==> src/rtl/string_isomorphism_checker_unit_defines.svh <==
// Assertion macros for the string isomorphism checker.
`ifndef STRING_ISOMORPHISM_CHECKER_UNIT_DEFINES_SVH
`define STRING_ISOMORPHISM_CHECKER_UNIT_DEFINES_SVH
`ifndef SYNTH
`define SIC_ASSERT_NOW(label, clk, rst, ante, cons) \
  label: assert property (@(posedge clk) disable iff (rst) (ante) |-> (cons)) \
    else $error("sic: same-cycle check failed");
`define SIC_ASSERT_NEXT(label, clk, rst, ante, cons) \
  label: assert property (@(posedge clk) disable iff (rst) (ante) |=> (cons)) \
    else $error("sic: next-cycle check failed");
`else
`define SIC_ASSERT_NOW(label, clk, rst, ante, cons)
`define SIC_ASSERT_NEXT(label, clk, rst, ante, cons)
`endif
`endif

==> src/rtl/sic_pkg.sv <==
package sic_pkg;

  localparam int CHAR_W            = 7;
  localparam int ALPHABET_SIZE_DEF = 128;

  typedef struct packed {
    logic [CHAR_W-1:0] s_char;
    logic [CHAR_W-1:0] t_char;
    logic              s_end;
    logic              t_end;
  } sic_item_t;

endpackage

==> src/rtl/sic_if.sv <==
interface sic_req_if import sic_pkg::*; ();
  logic              valid;
  logic              ready;
  logic [CHAR_W-1:0] s_char;
  logic [CHAR_W-1:0] t_char;
  logic              s_end;
  logic              t_end;

  modport source (output valid, s_char, t_char, s_end, t_end, input ready);
  modport sink (input valid, s_char, t_char, s_end, t_end, output ready);
endinterface

interface sic_rsp_if;
  logic valid;
  logic ready;
  logic is_isomorphic;

  modport source (output valid, is_isomorphic, input ready);
  modport sink (input valid, is_isomorphic, output ready);
endinterface

==> src/rtl/string_isomorphism_checker_unit.sv <==
// String isomorphism checker. Each request carries one character of each
// string and their end marks; a request with either end mark set yields one
// verdict on rsp (1 only when both strings end together and a one-to-one
// character mapping exists), after which the maps are cleared for the next
// pair of strings. One request is taken every cycle unless an end request
// waits in s1; a request is registered in s1, its verdict then in out_bit.
// The forward map sits in a memory with a registered read, looked up the
// cycle a request is taken and checked the cycle after, with the previous
// cycle's write forwarded. Occupancy bits are flip-flops cleared all at once,
// so no clearing pass is needed after reset or between strings. A request
// that ends a string waits only while an earlier verdict is still unread.
`include "string_isomorphism_checker_unit_defines.svh"

module string_isomorphism_checker_unit import sic_pkg::*; #(
  parameter int ALPHABET_SIZE = ALPHABET_SIZE_DEF
) (
  input  logic      clk,
  input  logic      rst,
  sic_req_if.sink   req,
  sic_rsp_if.source rsp
);

  localparam int IDX_W = $clog2(ALPHABET_SIZE);
  localparam int EXT_W = ((IDX_W > CHAR_W) ? IDX_W : CHAR_W) + 1;

  sic_item_t         s1;
  logic              s1_valid;
  logic              s1_end;
  logic              s1_adv;
  logic              commit;
  logic              accept;
  logic              out_valid;
  logic              out_bit;
  logic              verdict;
  logic [CHAR_W-1:0] rd_char;
  logic [EXT_W-1:0]  rd_ext;
  logic [IDX_W-1:0]  rd_addr;
  logic [CHAR_W-1:0] rd_data;
  logic              wr_en;
  logic [IDX_W-1:0]  wr_addr;
  logic [CHAR_W-1:0] wr_data;

  always_comb begin
    s1_end    = s1.s_end | s1.t_end;
    s1_adv    = !s1_end || !out_valid || rsp.ready;
    commit    = s1_valid && s1_adv;
    req.ready = !s1_valid || s1_adv;
    accept    = req.valid && req.ready;
    rd_char   = accept ? req.s_char : s1.s_char;
    rd_ext    = EXT_W'(rd_char);
    rd_addr   = rd_ext[IDX_W-1:0];
  end

  assign rsp.valid         = out_valid;
  assign rsp.is_isomorphic = out_bit;

  always_ff @(posedge clk) begin
    if (rst) begin
      s1_valid  <= 1'b0;
      out_valid <= 1'b0;
    end else begin
      s1_valid <= accept || (s1_valid && !commit);
      if (commit && s1_end) begin
        out_valid <= 1'b1;
      end else if (rsp.ready) begin
        out_valid <= 1'b0;
      end
    end
  end

  always_ff @(posedge clk) begin
    if (accept) begin
      s1 <= '{s_char: req.s_char, t_char: req.t_char, s_end: req.s_end, t_end: req.t_end};
    end
    if (commit && s1_end) begin
      out_bit <= verdict;
    end
  end

  sic_map_mem #(
    .ALPHABET_SIZE(ALPHABET_SIZE)
  ) u_map_mem (
    .clk    (clk),
    .rd_addr(rd_addr),
    .rd_data(rd_data),
    .wr_en  (wr_en),
    .wr_addr(wr_addr),
    .wr_data(wr_data)
  );

  sic_check #(
    .ALPHABET_SIZE(ALPHABET_SIZE)
  ) u_check (
    .clk    (clk),
    .rst    (rst),
    .commit (commit),
    .item   (s1),
    .rd_data(rd_data),
    .verdict(verdict),
    .wr_en  (wr_en),
    .wr_addr(wr_addr),
    .wr_data(wr_data)
  );

  `SIC_ASSERT_NOW(a_no_verdict_overwrite, clk, rst, out_valid && !rsp.ready, !(commit && s1_end))
  `SIC_ASSERT_NEXT(a_accept_fills_stage, clk, rst, accept, s1_valid)
  `SIC_ASSERT_NEXT(a_end_gives_verdict, clk, rst, commit && s1_end, out_valid)

endmodule

==> src/rtl/sic_map_mem.sv <==
module sic_map_mem import sic_pkg::*; #(
  parameter int ALPHABET_SIZE = ALPHABET_SIZE_DEF
) (
  input  logic                             clk,
  input  logic [$clog2(ALPHABET_SIZE)-1:0] rd_addr,
  output logic [CHAR_W-1:0]                rd_data,
  input  logic                             wr_en,
  input  logic [$clog2(ALPHABET_SIZE)-1:0] wr_addr,
  input  logic [CHAR_W-1:0]                wr_data
);

  logic [CHAR_W-1:0] mem [ALPHABET_SIZE];

  always_ff @(posedge clk) begin
    if (wr_en) begin
      mem[wr_addr] <= wr_data;
    end
    rd_data <= mem[rd_addr];
  end

endmodule

==> src/rtl/sic_check.sv <==
`include "string_isomorphism_checker_unit_defines.svh"

module sic_check import sic_pkg::*; #(
  parameter int ALPHABET_SIZE = ALPHABET_SIZE_DEF
) (
  input  logic                             clk,
  input  logic                             rst,
  input  logic                             commit,
  input  sic_item_t                        item,
  input  logic [CHAR_W-1:0]                rd_data,
  output logic                             verdict,
  output logic                             wr_en,
  output logic [$clog2(ALPHABET_SIZE)-1:0] wr_addr,
  output logic [CHAR_W-1:0]                wr_data
);

  localparam int IDX_W = $clog2(ALPHABET_SIZE);
  localparam int EXT_W = ((IDX_W > CHAR_W) ? IDX_W : CHAR_W) + 1;

  // Reverse direction only needs occupancy: a taken partner with a fresh
  // forward entry is always a conflict.
  logic [ALPHABET_SIZE-1:0] fwd_valid;
  logic [ALPHABET_SIZE-1:0] rev_valid;
  logic                     mismatch_seen;
  logic                     fwd_hit;
  logic [IDX_W-1:0]         fwd_addr;
  logic [CHAR_W-1:0]        fwd_data;

  logic [EXT_W-1:0]  a_ext;
  logic [EXT_W-1:0]  b_ext;
  logic [IDX_W-1:0]  a_idx;
  logic [IDX_W-1:0]  b_idx;
  logic              out_range;
  logic [CHAR_W-1:0] partner;
  logic              seq_end;
  logic              pair_bad;
  logic              pair_new;
  logic              mismatch_next;

  always_comb begin
    a_ext     = EXT_W'(item.s_char);
    b_ext     = EXT_W'(item.t_char);
    a_idx     = a_ext[IDX_W-1:0];
    b_idx     = b_ext[IDX_W-1:0];
    out_range = (a_ext >= EXT_W'(ALPHABET_SIZE)) || (b_ext >= EXT_W'(ALPHABET_SIZE));
    // write in the previous cycle is not yet visible in the read data
    partner   = (fwd_hit && (fwd_addr == a_idx)) ? fwd_data : rd_data;
    seq_end   = item.s_end | item.t_end;
    pair_bad  = 1'b0;
    pair_new  = 1'b0;
    if (!mismatch_seen) begin
      priority if (out_range) begin
        pair_bad = 1'b1;
      end else if (fwd_valid[a_idx]) begin
        pair_bad = (partner != item.t_char);
      end else if (rev_valid[b_idx]) begin
        pair_bad = 1'b1;
      end else begin
        pair_new = 1'b1;
      end
    end
    mismatch_next = mismatch_seen | pair_bad;
    verdict       = (item.s_end == item.t_end) && !mismatch_next;
    wr_en         = commit && pair_new && !seq_end;
    wr_addr       = a_idx;
    wr_data       = item.t_char;
  end

  always_ff @(posedge clk) begin
    if (rst) begin
      fwd_valid     <= '0;
      rev_valid     <= '0;
      mismatch_seen <= 1'b0;
      fwd_hit       <= 1'b0;
    end else begin
      fwd_hit <= wr_en;
      if (commit) begin
        if (seq_end) begin
          fwd_valid     <= '0;
          rev_valid     <= '0;
          mismatch_seen <= 1'b0;
        end else begin
          mismatch_seen <= mismatch_next;
          if (pair_new) begin
            fwd_valid[a_idx] <= 1'b1;
            rev_valid[b_idx] <= 1'b1;
          end
        end
      end
    end
  end

  always_ff @(posedge clk) begin
    fwd_addr <= wr_addr;
    fwd_data <= wr_data;
  end

  `SIC_ASSERT_NEXT(a_clear_after_end, clk, rst, commit && seq_end, !mismatch_seen && fwd_valid == '0)
  `SIC_ASSERT_NOW(a_true_needs_both_ends, clk, rst, commit && seq_end && verdict, item.s_end && item.t_end)
  `SIC_ASSERT_NOW(a_write_fresh_only, clk, rst, wr_en, !fwd_valid[a_idx] && !rev_valid[b_idx])

endmodule
==> src/flat_wrapper.sv <==
// flat-port wrapper written by rule: the top's interface ports become plain ports
module string_isomorphism_checker_unit_flat import sic_pkg::*;
#(
  parameter int ALPHABET_SIZE = ALPHABET_SIZE_DEF
)
  (clk, rst, req_valid, req_s_char, req_t_char, req_s_end, req_t_end, req_ready, rsp_valid, rsp_is_isomorphic, rsp_ready);
  sic_req_if req_i ();
  sic_rsp_if rsp_i ();
  input  logic clk;
  input  logic rst;
  input wire logic [$bits(req_i.valid)-1:0] req_valid;
  input wire logic [$bits(req_i.s_char)-1:0] req_s_char;
  input wire logic [$bits(req_i.t_char)-1:0] req_t_char;
  input wire logic [$bits(req_i.s_end)-1:0] req_s_end;
  input wire logic [$bits(req_i.t_end)-1:0] req_t_end;
  output wire logic [$bits(req_i.ready)-1:0] req_ready;
  output wire logic [$bits(rsp_i.valid)-1:0] rsp_valid;
  output wire logic [$bits(rsp_i.is_isomorphic)-1:0] rsp_is_isomorphic;
  input wire logic [$bits(rsp_i.ready)-1:0] rsp_ready;
  assign req_i.valid = req_valid;
  assign req_i.s_char = req_s_char;
  assign req_i.t_char = req_t_char;
  assign req_i.s_end = req_s_end;
  assign req_i.t_end = req_t_end;
  assign req_ready = req_i.ready;
  assign rsp_valid = rsp_i.valid;
  assign rsp_is_isomorphic = rsp_i.is_isomorphic;
  assign rsp_i.ready = rsp_ready;
  string_isomorphism_checker_unit #(.ALPHABET_SIZE(ALPHABET_SIZE)) u_core (.clk(clk), .rst(rst), .req(req_i), .rsp(rsp_i));
endmodule
==> config.mk <==
export PLATFORM = sky130hd
export DESIGN_NAME = string_isomorphism_checker_unit_flat
export DESIGN_NICKNAME = d
export VERILOG_FILES = /design/src/rtl/sic_pkg.sv /design/src/rtl/sic_if.sv /design/src/rtl/string_isomorphism_checker_unit.sv /design/src/rtl/sic_map_mem.sv /design/src/rtl/sic_check.sv /design/src/flat_wrapper.sv
export VERILOG_INCLUDE_DIRS = /design/src /design/src/rtl
export SDC_FILE = /design/constraint.sdc
export NUM_CORES = 2
export LEC_CHECK = 0
export ABC_AREA = 1
export BUFFER_PORTS_ARGS = -buffer_cell sky130_fd_sc_hd__buf_2
export CAP_MARGIN = 20
export CORE_MARGIN = 4
export CORE_UTILIZATION = 40
export CTS_CLUSTER_SIZE = 28
export DETAILED_ROUTE_END_ITERATION = 6
export SKIP_LAST_GASP = 1
export SLEW_MARGIN = 10
export SYNTH_ARGS = -nofsm -noshare
export SYNTH_HDL_FRONTEND = slang
export SYNTH_SLANG_ARGS = --single-unit
==> constraint.sdc <==
create_clock -name clk -period 12.3 [get_ports clk]
set_clock_uncertainty 0.15 [all_clocks]
set_input_delay 1.23 -clock clk [delete_from_list [all_inputs] [get_ports clk]]
set_output_delay 1.23 -clock clk [all_outputs]
set_load 0.005 [all_outputs]
==> impl_metrics.yaml <==
clocking:
  cts.hold.buffers_added: 0
  cts_made_buffers: 133
  clk_latency_ns: 0.76
  cts_max_level: 4
  cts_resized: 0
  clock_sinks: 1194
  clock_tree.root_cell: "clkbuf_16"
  post_cts_buffers: 0
  clockBufferDepth: 3
  cts_tree: "yes"
  clk_pin_slew_ns: 0.06
critical_path:
  cp_common_cell: "buf_4"
  crit_path_max_incr_delay_ns: 0.87
  crit_buf_inv: 6
  crit_required_ns: 12.57
  crit_family: "buffers and inverters"
  cp_cell_sequence: "buf_4 -> buf_4 -> inv_2 -> nand3_2 -> nor2_1 -> nor2_1 -> nand3_1 -> nand2_1 -> nand4_1 -> nand2_1 -> nand2_1 -> nor2_4 -> buf_4 -> buf_4 -> nand4_1 -> inv_1"
  cp-start-kind: "register"
  end_kind: "register"
  worstPathArrival_ns: 6.66
  critPathMaxFanout: 87
  cp_slowest_cell: "buf_4"
  critical_path_class: "register to register"
synth:
  ys_seq_area_share_pct: 60.2
  synthCells: 6217
  netlist_area_um2: 54900
  synth-seq-cells: 1194
  avgSynthCellArea_um2: 8.83
  syn_nets: 6238
  ys_types: 32
  ys.warnings.count: 0
drt:
  drt_iter0_drc: 4369
  ant_nets: 0
  drc: 0
  wl_per_cell_um: 19.5
  routed_wl_um: 155000
  num_vias: 41200
  viasPerCell: 5.19
  first_pass_iters: 6
global_route:
  gr-total-overflow: 0
  grt_pass1_vias: 38700
  grt_max_degree: 189
  grt_usage_pct: 21.4
  antenna_found_initial: 1
  grt_pass1_wl_um: 238000
sta:
  fmax_mhz: 156
  tightest_slew_ns: 1.19
  rsz0062_at_grt: "no"
  setup_viol: 0
  report.final.hold_viol_count: 0
  period_share_pct: 52.0
  whs_ns: 0.299
  slew-limit-headroom_pct: 20.9
  finalSetupTns_ns: 0
  finalMaxSlewViolations: 0
  period_needed_ns: 6.39
outcome:
  outcome: "completed"
floorplan:
  fp.coreArea_um2: 136000
  pin_count: 23
  die_height_um: 378
  dieArea_um2: 143000
  rows: 135
  die_w_um: 378
  start_util_pct: 40.4
pwr:
  pwr_density_cell_nw_per_um2: 148
  p_leak_nw: 25.2
  irDropWorstVdd_v: 0.000144
place:
  gp_congestion: 0.866
  dpl_cell_area_um2: 55900
  place.detailed.hpwl_um: 87400
  io_buffers: 22
worst_hold_path:
  min-delay-path-class: "register to register"
layout:
  syn2layout_area_growth_pct: 9.54
  drive_gt1_share_pct: 4.79
  fin_nets: 6078
  fin_area_um2: 60100
  diodes: 0
flow_run:
  maxCapViolCount: 0
[worst paths after layout]
check	to	slack (ns)	depth (start not counted)	start
worst max register to register	u_core.u_map_mem.mem[48][1]	5.91	16	u_core.s1[9]
worst max-delay path	u_core.u_map_mem.mem[48][1]	5.91	16	u_core.s1[9]
worst min-delay path	u_core.u_check.rev_valid[21]	0.30	2	u_core.u_check.rev_valid[21]
worst min register to register	u_core.u_check.rev_valid[21]	0.30	2	u_core.u_check.rev_valid[21]
[worst register-to-register path, stage by stage, from the launching register on]
cell and delay (ns):
edfxtp_1 0.32, buf_4 0.52, buf_4 0.70, inv_2 0.24, nand3_2 0.48, nor2_1 0.08
nor2_1 0.17, nand3_1 0.15, nand2_1 0.10, nand4_1 0.07, nand2_1 0.09, nand2_1 0.09
nor2_4 0.64, buf_4 0.52, buf_4 0.87, nand4_1 0.48, inv_1 0.39
[sequential cells by signal (all words and copies together), names as in the netlist]
signal                        flops
u_core.s1                        16
u_core.u_check.mismatch_seen      1
u_core.s1_valid                   1
u_core.u_check.fwd_valid        128
u_core.u_check.fwd_addr           7
u_core.rsp.is_isomorphic          1
u_core.u_map_mem.mem            896
u_core.u_check.fwd_hit            1
u_core.u_check.rev_valid        128
u_core.rsp.valid                  1
u_core.u_map_mem.rd_data          7
u_core.u_check.fwd_data           7
[cells in the mapped netlist (all sizes together)]
| cell | n | share of area (%) |
|---|---|---|
| a21oi | 258 | 2.4 |
| buf | 224 | 2.4 |
| clkbuf | 151 | 1.0 |
| clkinv | 1 | 0.0068 |
| dfxtp | 281 | 10 |
| edfxtp | 913 | 50 |
| ha | 1 | 0.023 |
| inv | 1285 | 8.8 |
| nand2 | 1453 | 10 |
| nand3 | 932 | 8.5 |
| nand3b | 2 | 0.027 |
| nand4 | 262 | 3.1 |
| nor2 | 302 | 2.1 |
| nor3 | 4 | 0.036 |
| o21ai | 137 | 1.3 |
| o21bai | 2 | 0.034 |
| o22ai | 2 | 0.023 |
| or2 | 1 | 0.011 |
| xnor2 | 2 | 0.032 |
| xor2 | 4 | 0.064 |
[layout by cell type (no fill, tap or decap), types with 55 or more instances in the layout]
master,n
nand2_1,1446
nand4_1,251
dfxtp_1,281
nor2_1,299
o21ai_1,55
edfxtp_1,913
inv_1,1279
nand3_1,927
a21oi_1,258
clkbuf_16,138
o21ai_0,78
[kinds of logic after synthesis]
family	synth area share, %
buffers and inverters	12.2
XOR/XNOR	0.0957
adder cells (fa/ha/maj)	0.0228
AND/OR/NAND/NOR	23.8
AO/OA/AOI/OAI	3.67
flip-flops	60.2
[cell type report]
class / instances / area [um^2]
Fill cell: 13100 / 75700
Sequential cell: 1194 / 33000
Multi-Input combinational cell: 3362 / 15200
Inverter: 1286 / 4830
Clock buffer: 191 / 3730
Tap cell: 1781 / 2230
Timing Repair Buffer: 80 / 628
Clock inverter: 49 / 452
[layer usage]
metal / share of wire (%) / global-route usage, % / vias up
li1: - / - / 19600
met1: 44 / 30.2 / 19700
met2: 45 / 33.4 / 1545
met3: 7.4 / 3.58 / 268
met4: 3.2 / 7.46 / 2
met5: 0.0084 / 0 / -
[metrics by stage]
step	setup slack, ns	util [%]	power, W	std cells
2_1_floorplan	8.01	-	0.00487	6217
3_3_place_gp	6.10	41.2	0.00512	7701
3_5_place_dp	6.09	41.2	0.00513	7702
4_1_cts	6.09	44.3	0.00896	7942
5_1_grt	5.57	44.3	0.00920	7943
6_report	5.91	44.3	0.00891	7943
[where the power goes]
group	total [W]	switching, W	internal [W]
Combinational	0.000686	0.000537	0.000149
Clock	0.00386	0.00162	0.00224
Sequential	0.00436	0.0000121	0.00435
(Power assumes the default switching activity.)
